$ cat src/design/assoc_cache_fifo_replace_top_defines.svh
// ----------------------------------------------------------------------------
// Assertion macros for the associative cache
// Shared property shapes used by the modules that carry assertions.
// ----------------------------------------------------------------------------
`ifndef ASSOC_CACHE_FIFO_REPLACE_TOP_DEFINES_SVH
`define ASSOC_CACHE_FIFO_REPLACE_TOP_DEFINES_SVH

// Same-cycle implication, disabled while reset is applied.
`define ACFR_ASSERT_IMP(label, clk, rst_n, ante, cons) \
    label: assert property (@(posedge clk) disable iff (!rst_n) (ante) |-> (cons)) \
        else $error("acfr: same-cycle check failed");

// Next-cycle implication, disabled while reset is applied.
`define ACFR_ASSERT_NEXT(label, clk, rst_n, ante, cons) \
    label: assert property (@(posedge clk) disable iff (!rst_n) (ante) |=> (cons)) \
        else $error("acfr: next-cycle check failed");

`endif

$ cat src/design/acfr_pkg.sv
// ----------------------------------------------------------------------------
// acfr_pkg
// Types and constants shared by the associative cache modules.
// ----------------------------------------------------------------------------
package acfr_pkg;

    localparam int KEY_W  = 64;
    localparam int DATA_W = 64;

    localparam logic FUNC_PUT = 1'b0;
    localparam logic FUNC_GET = 1'b1;

    // Commands from the controller to the datapath.
    typedef struct packed {
        logic load;      // capture the request
        logic scan;      // read the next key entry
        logic take;      // record the scan outcome
        logic finish;    // write on put, read data on get
        logic out_load;  // fill the response register
    } t_dp_cmd;

    // Status from the datapath to the controller.
    typedef struct packed {
        logic hit;         // the entry under compare matches
        logic issue_last;  // the scan address is the final entry
    } t_dp_stat;

endpackage

$ cat src/design/acfr_req_if.sv
// ----------------------------------------------------------------------------
// acfr_req_if
// Request channel: operation, key and write data with valid/ready.
// ----------------------------------------------------------------------------
interface acfr_req_if;
    import acfr_pkg::*;

    logic              valid;
    logic              ready;
    logic              func;
    logic [KEY_W-1:0]  key;
    logic [DATA_W-1:0] write_data;

    modport source (output valid, func, key, write_data, input ready);
    modport sink   (input valid, func, key, write_data, output ready);
endinterface

$ cat src/design/acfr_rsp_if.sv
// ----------------------------------------------------------------------------
// acfr_rsp_if
// Response channel: hit flag and read data with valid/ready.
// ----------------------------------------------------------------------------
interface acfr_rsp_if;
    import acfr_pkg::*;

    logic              valid;
    logic              ready;
    logic              hit;
    logic [DATA_W-1:0] read_data;

    modport source (output valid, hit, read_data, input ready);
    modport sink   (input valid, hit, read_data, output ready);
endinterface

$ cat src/design/acfr_ctrl.sv
// ----------------------------------------------------------------------------
// acfr_ctrl
// Sequencer: accepts a request, steps the key scan, commits, responds.
// ----------------------------------------------------------------------------
module acfr_ctrl (
    input  logic               i_clk,
    input  logic               i_rst_n,
    input  logic               i_in_valid,
    output logic               o_in_ready,
    output logic               o_out_valid,
    input  logic               i_out_ready,
    output acfr_pkg::t_dp_cmd  o_cmd,
    input  acfr_pkg::t_dp_stat i_stat
);
    import acfr_pkg::*;

    localparam logic [2:0] ST_IDLE   = 3'd0;
    localparam logic [2:0] ST_SCAN   = 3'd1;
    localparam logic [2:0] ST_DRAIN  = 3'd2;
    localparam logic [2:0] ST_FINISH = 3'd3;
    localparam logic [2:0] ST_LOAD   = 3'd4;
    localparam logic [2:0] ST_RESP   = 3'd5;

    logic [2:0] r_state;
    logic [2:0] n_state;

    always_comb begin
        n_state      = r_state;
        o_cmd        = '0;
        o_in_ready   = 1'b0;
        o_out_valid  = 1'b0;
        unique case (r_state)
            ST_IDLE: begin
                o_in_ready = 1'b1;
                if (i_in_valid) begin
                    o_cmd.load = 1'b1;
                    n_state    = ST_SCAN;
                end
            end
            ST_SCAN: begin
                // The compare trails the key read: it sees the entry read in the cycle before.
                if (i_stat.hit) begin
                    o_cmd.take = 1'b1;
                    n_state    = ST_FINISH;
                end else begin
                    o_cmd.scan = 1'b1;
                    if (i_stat.issue_last) begin
                        n_state = ST_DRAIN;
                    end
                end
            end
            ST_DRAIN: begin
                o_cmd.take = 1'b1;
                n_state    = ST_FINISH;
            end
            ST_FINISH: begin
                o_cmd.finish = 1'b1;
                n_state      = ST_LOAD;
            end
            ST_LOAD: begin
                o_cmd.out_load = 1'b1;
                n_state        = ST_RESP;
            end
            ST_RESP: begin
                o_out_valid = 1'b1;
                if (i_out_ready) begin
                    n_state = ST_IDLE;
                end
            end
            default: begin
                n_state = ST_IDLE;
            end
        endcase
    end

    always_ff @(posedge i_clk) begin
        if (!i_rst_n) begin
            r_state <= ST_IDLE;
        end else begin
            r_state <= n_state;
        end
    end
endmodule

$ cat src/design/acfr_dp.sv
// ----------------------------------------------------------------------------
// acfr_dp
// Key and data memories, valid bits, replacement pointer and the compare.
// ----------------------------------------------------------------------------
`include "assoc_cache_fifo_replace_top_defines.svh"

module acfr_dp #(
    parameter int ENTRIES    = 16,
    parameter int KEY_WIDTH  = 64,
    parameter int DATA_WIDTH = 64
) (
    input  logic                        i_clk,
    input  logic                        i_rst_n,
    input  acfr_pkg::t_dp_cmd           i_cmd,
    output acfr_pkg::t_dp_stat          o_stat,
    input  logic                        i_func,
    input  logic [acfr_pkg::KEY_W-1:0]  i_key,
    input  logic [acfr_pkg::DATA_W-1:0] i_write_data,
    output logic                        o_hit,
    output logic [acfr_pkg::DATA_W-1:0] o_read_data
);
    import acfr_pkg::*;

    localparam int IW = $clog2(ENTRIES);

    logic [KEY_WIDTH-1:0]  r_key_mem  [ENTRIES];
    logic [DATA_WIDTH-1:0] r_data_mem [ENTRIES];
    logic [ENTRIES-1:0]    r_valid;
    logic [IW-1:0]         r_ptr;
    logic [IW-1:0]         n_ptr;

    logic                  r_func;
    logic [KEY_WIDTH-1:0]  r_key;
    logic [DATA_WIDTH-1:0] r_wdata;
    logic [IW-1:0]         r_addr;
    logic                  r_cmp_en;
    logic                  r_rd_vld;
    logic [KEY_WIDTH-1:0]  r_rd_key;
    logic [IW-1:0]         r_cmp_idx;
    logic                  r_match;
    logic [IW-1:0]         r_match_idx;
    logic [DATA_WIDTH-1:0] r_rd_data;
    logic                  r_out_hit;
    logic [DATA_WIDTH-1:0] r_out_data;

    logic                  w_put_commit;
    logic [IW-1:0]         w_target;

    assign o_stat.hit        = r_cmp_en && r_rd_vld && (r_rd_key == r_key);
    assign o_stat.issue_last = (r_addr == IW'(ENTRIES - 1));

    assign w_put_commit = i_cmd.finish && (r_func == FUNC_PUT);
    assign w_target     = r_match ? r_match_idx : r_ptr;
    assign n_ptr        = (r_ptr == IW'(ENTRIES - 1)) ? '0 : r_ptr + 1'b1;

    // Request capture.
    always_ff @(posedge i_clk) begin
        if (i_cmd.load) begin
            r_func  <= i_func;
            r_key   <= i_key[KEY_WIDTH-1:0];
            r_wdata <= i_write_data[DATA_WIDTH-1:0];
        end
    end

    // Key memory: one read per scan step, written on a put.
    always_ff @(posedge i_clk) begin
        if (w_put_commit) begin
            r_key_mem[w_target] <= r_key;
        end
        if (i_cmd.scan) begin
            r_rd_key  <= r_key_mem[r_addr];
            r_cmp_idx <= r_addr;
        end
    end

    // Data memory: written on a put, read on a get.
    always_ff @(posedge i_clk) begin
        if (w_put_commit) begin
            r_data_mem[w_target] <= r_wdata;
        end
        if (i_cmd.finish && (r_func == FUNC_GET)) begin
            r_rd_data <= r_data_mem[r_match_idx];
        end
    end

    // Scan control, valid bits and the replacement pointer.
    always_ff @(posedge i_clk) begin
        if (!i_rst_n) begin
            r_valid     <= '0;
            r_ptr       <= '0;
            r_addr      <= '0;
            r_cmp_en    <= 1'b0;
            r_rd_vld    <= 1'b0;
            r_match     <= 1'b0;
            r_match_idx <= '0;
        end else begin
            if (i_cmd.load) begin
                r_addr   <= '0;
                r_cmp_en <= 1'b0;
            end else begin
                r_cmp_en <= i_cmd.scan;
                if (i_cmd.scan) begin
                    r_addr   <= r_addr + 1'b1;
                    r_rd_vld <= r_valid[r_addr];
                end
            end
            if (i_cmd.take) begin
                r_match     <= o_stat.hit;
                r_match_idx <= r_cmp_idx;
            end
            if (w_put_commit) begin
                r_valid[w_target] <= 1'b1;
                // The pointer moves whenever the entry it names is written.
                if (w_target == r_ptr) begin
                    r_ptr <= n_ptr;
                end
            end
        end
    end

    // Response register; a put or a miss returns zero data.
    always_ff @(posedge i_clk) begin
        if (i_cmd.out_load) begin
            r_out_hit  <= r_match;
            r_out_data <= (r_match && (r_func == FUNC_GET)) ? r_rd_data : '0;
        end
    end

    assign o_hit       = r_out_hit;
    assign o_read_data = DATA_W'(r_out_data);

    `ACFR_ASSERT_NEXT(a_put_sets_valid, i_clk, i_rst_n, w_put_commit, r_valid[$past(w_target)])
    `ACFR_ASSERT_NEXT(a_ptr_hold, i_clk, i_rst_n, !w_put_commit, $stable(r_ptr))
    `ACFR_ASSERT_IMP(a_match_is_valid, i_clk, i_rst_n, r_match, r_valid[r_match_idx])
    `ACFR_ASSERT_NEXT(a_miss_zero_data, i_clk, i_rst_n, i_cmd.out_load, r_out_hit || (r_out_data == '0))
endmodule

$ cat src/design/assoc_cache_fifo_replace_top.sv
// A fully associative key/value store of ENTRIES entries with first-in first-out
// replacement. A put (func 0) updates the first valid entry holding the key or
// else writes the entry at the replacement pointer; its response has hit set when
// an existing entry was updated and read_data zero. A get (func 1) returns hit
// and the stored data of the first matching valid entry, or zero on a miss. One
// request is handled at a time: the keys sit in a single-port memory that is
// scanned one entry per cycle, and the next request is accepted in the cycle after
// the response is taken. Valid bits and the pointer clear on reset; no memory
// clearing pass is needed.
// ----------------------------------------------------------------------------
// assoc_cache_fifo_replace_top
// Top level: request/response channels around controller and datapath.
// ----------------------------------------------------------------------------
module assoc_cache_fifo_replace_top #(
    parameter int ENTRIES    = 16,
    parameter int KEY_WIDTH  = 64,
    parameter int DATA_WIDTH = 64
) (
    input  logic       i_clk,
    input  logic       i_rst_n,
    acfr_req_if.sink   i_req,
    acfr_rsp_if.source o_rsp
);
    import acfr_pkg::*;

    t_dp_cmd  w_cmd;
    t_dp_stat w_stat;

    acfr_ctrl u_ctrl (
        .i_clk       (i_clk),
        .i_rst_n     (i_rst_n),
        .i_in_valid  (i_req.valid),
        .o_in_ready  (i_req.ready),
        .o_out_valid (o_rsp.valid),
        .i_out_ready (o_rsp.ready),
        .o_cmd       (w_cmd),
        .i_stat      (w_stat)
    );

    acfr_dp #(
        .ENTRIES    (ENTRIES),
        .KEY_WIDTH  (KEY_WIDTH),
        .DATA_WIDTH (DATA_WIDTH)
    ) u_dp (
        .i_clk        (i_clk),
        .i_rst_n      (i_rst_n),
        .i_cmd        (w_cmd),
        .o_stat       (w_stat),
        .i_func       (i_req.func),
        .i_key        (i_req.key),
        .i_write_data (i_req.write_data),
        .o_hit        (o_rsp.hit),
        .o_read_data  (o_rsp.read_data)
    );
endmodule

$ cat src/flat_wrapper.sv
// flat-port wrapper written by rule: the top's interface ports become plain ports
module assoc_cache_fifo_replace_top_flat import acfr_pkg::*;
#(
    parameter int ENTRIES    = 16,
    parameter int KEY_WIDTH  = 64,
    parameter int DATA_WIDTH = 64
)
  (i_clk, i_rst_n, i_req_valid, i_req_func, i_req_key, i_req_write_data, i_req_ready, o_rsp_valid, o_rsp_hit, o_rsp_read_data, o_rsp_ready);
  acfr_req_if i_req_i ();
  acfr_rsp_if o_rsp_i ();
  input  logic i_clk;
  input  logic i_rst_n;
  input wire logic [$bits(i_req_i.valid)-1:0] i_req_valid;
  input wire logic [$bits(i_req_i.func)-1:0] i_req_func;
  input wire logic [$bits(i_req_i.key)-1:0] i_req_key;
  input wire logic [$bits(i_req_i.write_data)-1:0] i_req_write_data;
  output wire logic [$bits(i_req_i.ready)-1:0] i_req_ready;
  output wire logic [$bits(o_rsp_i.valid)-1:0] o_rsp_valid;
  output wire logic [$bits(o_rsp_i.hit)-1:0] o_rsp_hit;
  output wire logic [$bits(o_rsp_i.read_data)-1:0] o_rsp_read_data;
  input wire logic [$bits(o_rsp_i.ready)-1:0] o_rsp_ready;
  assign i_req_i.valid = i_req_valid;
  assign i_req_i.func = i_req_func;
  assign i_req_i.key = i_req_key;
  assign i_req_i.write_data = i_req_write_data;
  assign i_req_ready = i_req_i.ready;
  assign o_rsp_valid = o_rsp_i.valid;
  assign o_rsp_hit = o_rsp_i.hit;
  assign o_rsp_read_data = o_rsp_i.read_data;
  assign o_rsp_i.ready = o_rsp_ready;
  assoc_cache_fifo_replace_top #(.ENTRIES(ENTRIES), .KEY_WIDTH(KEY_WIDTH), .DATA_WIDTH(DATA_WIDTH)) u_core (.i_clk(i_clk), .i_rst_n(i_rst_n), .i_req(i_req_i), .o_rsp(o_rsp_i));
endmodule
$ cat config.mk
export PLATFORM = sky130hd
export DESIGN_NAME = assoc_cache_fifo_replace_top_flat
export DESIGN_NICKNAME = d
export VERILOG_FILES = /design/src/design/acfr_pkg.sv /design/src/design/acfr_req_if.sv /design/src/design/acfr_rsp_if.sv /design/src/design/acfr_ctrl.sv /design/src/design/acfr_dp.sv /design/src/design/assoc_cache_fifo_replace_top.sv /design/src/flat_wrapper.sv
export VERILOG_INCLUDE_DIRS = /design/src /design/src/design
export SDC_FILE = /design/constraint.sdc
export NUM_CORES = 2
export LEC_CHECK = 0
export BUFFER_PORTS_ARGS = -buffer_cell sky130_fd_sc_hd__buf_2
export CORE_ASPECT_RATIO = 2
export CORE_MARGIN = 2
export CORE_UTILIZATION = 58
export CTS_BUF_LIST = sky130_fd_sc_hd__clkbuf_2 sky130_fd_sc_hd__clkbuf_4 sky130_fd_sc_hd__clkbuf_8
export DETAILED_ROUTE_END_ITERATION = 8
export HOLD_SLACK_MARGIN = 0.1
export PLACE_DENSITY = 0.88
export SYNTH_ARGS = -nofsm -noshare
export SYNTH_HDL_FRONTEND = slang
export SYNTH_SLANG_ARGS = --single-unit
$ cat constraint.sdc
create_clock -name i_clk -period 7.66 [get_ports i_clk]
set_input_delay 2.298 -clock i_clk [delete_from_list [all_inputs] [get_ports i_clk]]
set_output_delay 2.298 -clock i_clk [all_outputs]
set_load 0.01 [all_outputs]
==> impl_metrics.yaml <==
run_status:
  status: "finished, final reports clean"
yosys:
  synthCells: 3580
  ys_top_cells_by_area: "edfxtp_1 80%, mux4_2 16%, dfxtp_1 0.76%"
  synth_cell_type_count: 47
  synth.avg_cell_area_sq_um: 25.0
  ys.flop_type: "edfxtp_1"
  ys_async_sr_fraction_pct: 0
  synth_edf_count: 2374
  synth.top_cell.area_share_pct: 79.7
  yosysSeqAreaShare_pct: 80.5
  synth_seq_cells: 2408
  syn_area_sq_um: 89500
  ys_warn_count: 0
  mappedNetlistNets: 3715
  synth_top_cell_by_area: "edfxtp_1"
route:
  viasPerCell: 6.63
  dr.pass1.iters: 6
  drt_wl_total_microns: 210000
  drtIter0Drc: 5764
  antenna_left: 0
  dr_total_vias: 41772
  drc: 0
  wire_per_inst_microns: 33.4
placed_design:
  portBuffers: 199
  dp_slack_ns: 3.09
  finalWeightedCongestion: 0.784
  dp_hpwl_microns: 105000
clocking:
  cts_htree_levels: 5
  cts_sinks: 2408
  clock_latency_ns: 0.94
  cts_resized: 0
  clock-root-buffer: "clkbuf_8"
  numCtsBuffers: 318
  cts_buffer_depth: 4
  ctsHoldBuffers: 0
  cts_tree: "done"
  cts.clk_slew.worst_paths_ns: 0.06
  post-cts-setup-buffers: 0
sta:
  fin_ws_ns: 3.02
  slew_violations: 0
  relSlewSlack_pct: 12.6
  setup_tns_ns: 0
  hold_viol: 0
  fmax_ghz: 0.215
  fin_crit_ns: 4.64
  finalCritPeriodShare_pct: 60.6
  tightest_slew_ns: 1.30
  rsz0062_at_grt: "no"
  fin_skew_ns: 0.0892
  finalSetupViolCount: 0
critical_path:
  r2r-end: "u_core.u_dp.r_rd_key[49]$_DFFE_PP_"
  required_ns: 8.19
  regToRegSetupSlack_ns: 3.02
  arrival_ns: 5.18
  crit_type: "reg -> reg"
  r2r-start: "u_core.u_dp.r_key[43]$_DFFE_PP_"
  reg2reg_depth: 7
  crit_fanout: 35
  cp-start-kind: "flop"
  end_kind: "flop"
pwr:
  vdd_drop_max_v: 0.000184
  power_density_nw_per_um2: 275
  p_leak_nw: 30.8
floorplanning:
  coreArea_sq_um: 153000
  die_h_microns: 559
  fp.dieW_microns: 282
  initial_core_util_pct: 58.4
  io_pins: 200
  row_count: 203
  die-area_sq_um: 158000
layout:
  layout_common_cells: "2374 x edfxtp_1, 645 x mux4_2, 325 x clkbuf_8"
  nets: 4127
  mostFrequentLayoutCell: "edfxtp_1"
  layout-drive-gt1-share_pct: 34.5
  layout-area-overhead-vs-synth_pct: 11.4
  fill_cells: 8813
worst_hold_path:
  hp-start: "u_core.u_dp.r_valid[7]$_SDFFE_PN0P_"
  hp-class: "reg -> reg"
  hold_end: "u_core.u_dp.r_valid[7]$_SDFFE_PN0P_"
  min_path_cells: 1
global_routing:
  grt_start_max_net_pins: 156
  antenna_found_initial: 14
  grt-ovfl-total: 0
  grt_pass1_vias: 44034
  grt_pass1_wl_microns: 303000
  gr-usage-met2_pct: 46.7
  gr-max-usage-layer: "met2"
  track_usage_pct: 27.1
  globalRouteMet1Util_pct: 33.7
  grt_use_met3_pct: 4.66
flow_run:
  drv_cap: 0
## where the power goes
part	internal [W]	switching (W)
combinational	0.00107	0.000986
clock	0.00518	0.00477
sequential	0.0149	0.000455
## per-layer routing
layer / routed length [microns] / up-vias
li1: - / 16269
met1: 69300 / 21731
met4: 9540 / 4
met3: 19600 / 554
met5: 23 / -
met2: 112000 / 3214
## worst max-delay path, stage by stage (launching register included)
cell	delay (ns)
edfxtp_1	0.62
xnor2_1	0.95
nand4_1	0.21
nor4_1	0.77
and4_1	0.44
nand3_1	0.28
and2_4	0.49
buf_4	0.45
## cell type report
class	count	area (sq um)	area share, %
clock inverters	176	1530	1.53
clock buffers	397	5010	5.03
inverters	24	97.6	0.0980
flip-flops and latches	2408	72000	72.3
multi-input cells	970	16800	16.9
repair buffers	270	1620	1.62
diodes	4	10.0	0.0100
well taps	2050	2560	2.57
## flip-flops by register name, summed over array words and instances, names as in the netlist, 3 cells and up
| name | count |
|---|---|
| u_core.u_ctrl.r_state | 3 |
| u_core.u_dp.o_read_data | 64 |
| u_core.u_dp.r_addr | 4 |
| u_core.u_dp.r_cmp_idx | 4 |
| u_core.u_dp.r_data_mem | 1024 |
| u_core.u_dp.r_key | 64 |
| u_core.u_dp.r_key_mem | 1024 |
| u_core.u_dp.r_match_idx | 4 |
| u_core.u_dp.r_ptr | 4 |
| u_core.u_dp.r_rd_data | 64 |
| u_core.u_dp.r_rd_key | 64 |
| u_core.u_dp.r_valid | 16 |
| u_core.u_dp.r_wdata | 64 |
## synth_stat cells, types with 2 or more instances
| library cell | count |
|---|---|
| clkbuf_1 | 95 |
| a21oi_1 | 11 |
| edfxtp_1 | 2374 |
| nand2_1 | 30 |
| a32oi_1 | 2 |
| nor3_1 | 7 |
| inv_1 | 23 |
| mux2i_1 | 5 |
| xor2_1 | 14 |
| nor2_1 | 25 |
| o22ai_1 | 8 |
| and2_1 | 6 |
| mux4_2 | 645 |
| nand4_1 | 15 |
| nand3_1 | 9 |
| buf_1 | 36 |
| o21ai_0 | 9 |
| mux2_2 | 6 |
| o2111ai_1 | 2 |
| ha_1 | 2 |
| a31oi_1 | 3 |
| nor4_1 | 8 |
| nor2b_1 | 15 |
| or4_1 | 3 |
| buf_2 | 47 |
| nor3b_1 | 2 |
| or3_1 | 2 |
| xnor2_1 | 37 |
| and3_1 | 67 |
| o21a_1 | 17 |
| a2111oi_2 | 3 |
| dfxtp_1 | 34 |
| o211ai_1 | 2 |
| and4_1 | 3 |
## worst max-delay path by stage
stage                                            start                                     end  slack (ns)  depth (start not counted)
2_1_floorplan  u_core.u_dp.r_match_idx[1]$_SDFFE_PN0P_  u_core.u_dp.r_data_mem[7][0]$_DFFE_PP_        0.17                          7
3_3_place_gp                               i_req_valid       u_core.u_dp.r_wdata[13]$_DFFE_PP_        3.12                          4
3_5_place_dp                               i_req_valid        u_core.u_dp.r_wdata[8]$_DFFE_PP_        3.09                          4
4_1_cts          u_core.u_ctrl.r_state[0]$_SDFFE_PN0P_                             o_rsp_valid        3.17                          3
5_1_grt                u_core.u_dp.r_key[46]$_DFFE_PP_      u_core.u_dp.r_rd_key[49]$_DFFE_PP_        2.96                          7
6_report               u_core.u_dp.r_key[43]$_DFFE_PP_      u_core.u_dp.r_rd_key[49]$_DFFE_PP_        3.02                          7
## metrics by stage
| stage | util, % | cell area (sq um) | std cells | hold WS [ns] | power, W |
|---|---|---|---|---|---|
| 4_1_cts | 65.0 | 99600 | 6295 | 0.475 | 0.0275 |
| 5_1_grt | 65.0 | 99600 | 6298 | 0.498 | 0.0281 |
| 2_1_floorplan | - | 89500 | 3580 | 0.406 | 0.0170 |
| 3_3_place_gp | 60.8 | 93100 | 5722 | 0.440 | 0.0175 |
| 3_5_place_dp | 60.8 | 93100 | 5722 | 0.459 | 0.0177 |
| 6_report | 65.0 | 99600 | 6299 | 0.479 | 0.0274 |
## logic make-up (layout without fill, tap and decap cells)
family / count (synthesis) / in the layout / synth area share [%]
flip-flops: 2408 / 2408 / 80.5
multiplexers: 656 / 656 / 16.4
buffers and inverters: 202 / 867 / 0.913
AND/OR/NAND/NOR: 192 / 192 / 1.18
AO/OA/AOI/OAI: 69 / 69 / 0.554
XOR/XNOR: 51 / 51 / 0.499
adder cells (fa/ha/maj): 2 / 2 / 0.0280
other: 0 / 4 / 0
No activity file was read; power rests on OpenSTA's default activity.
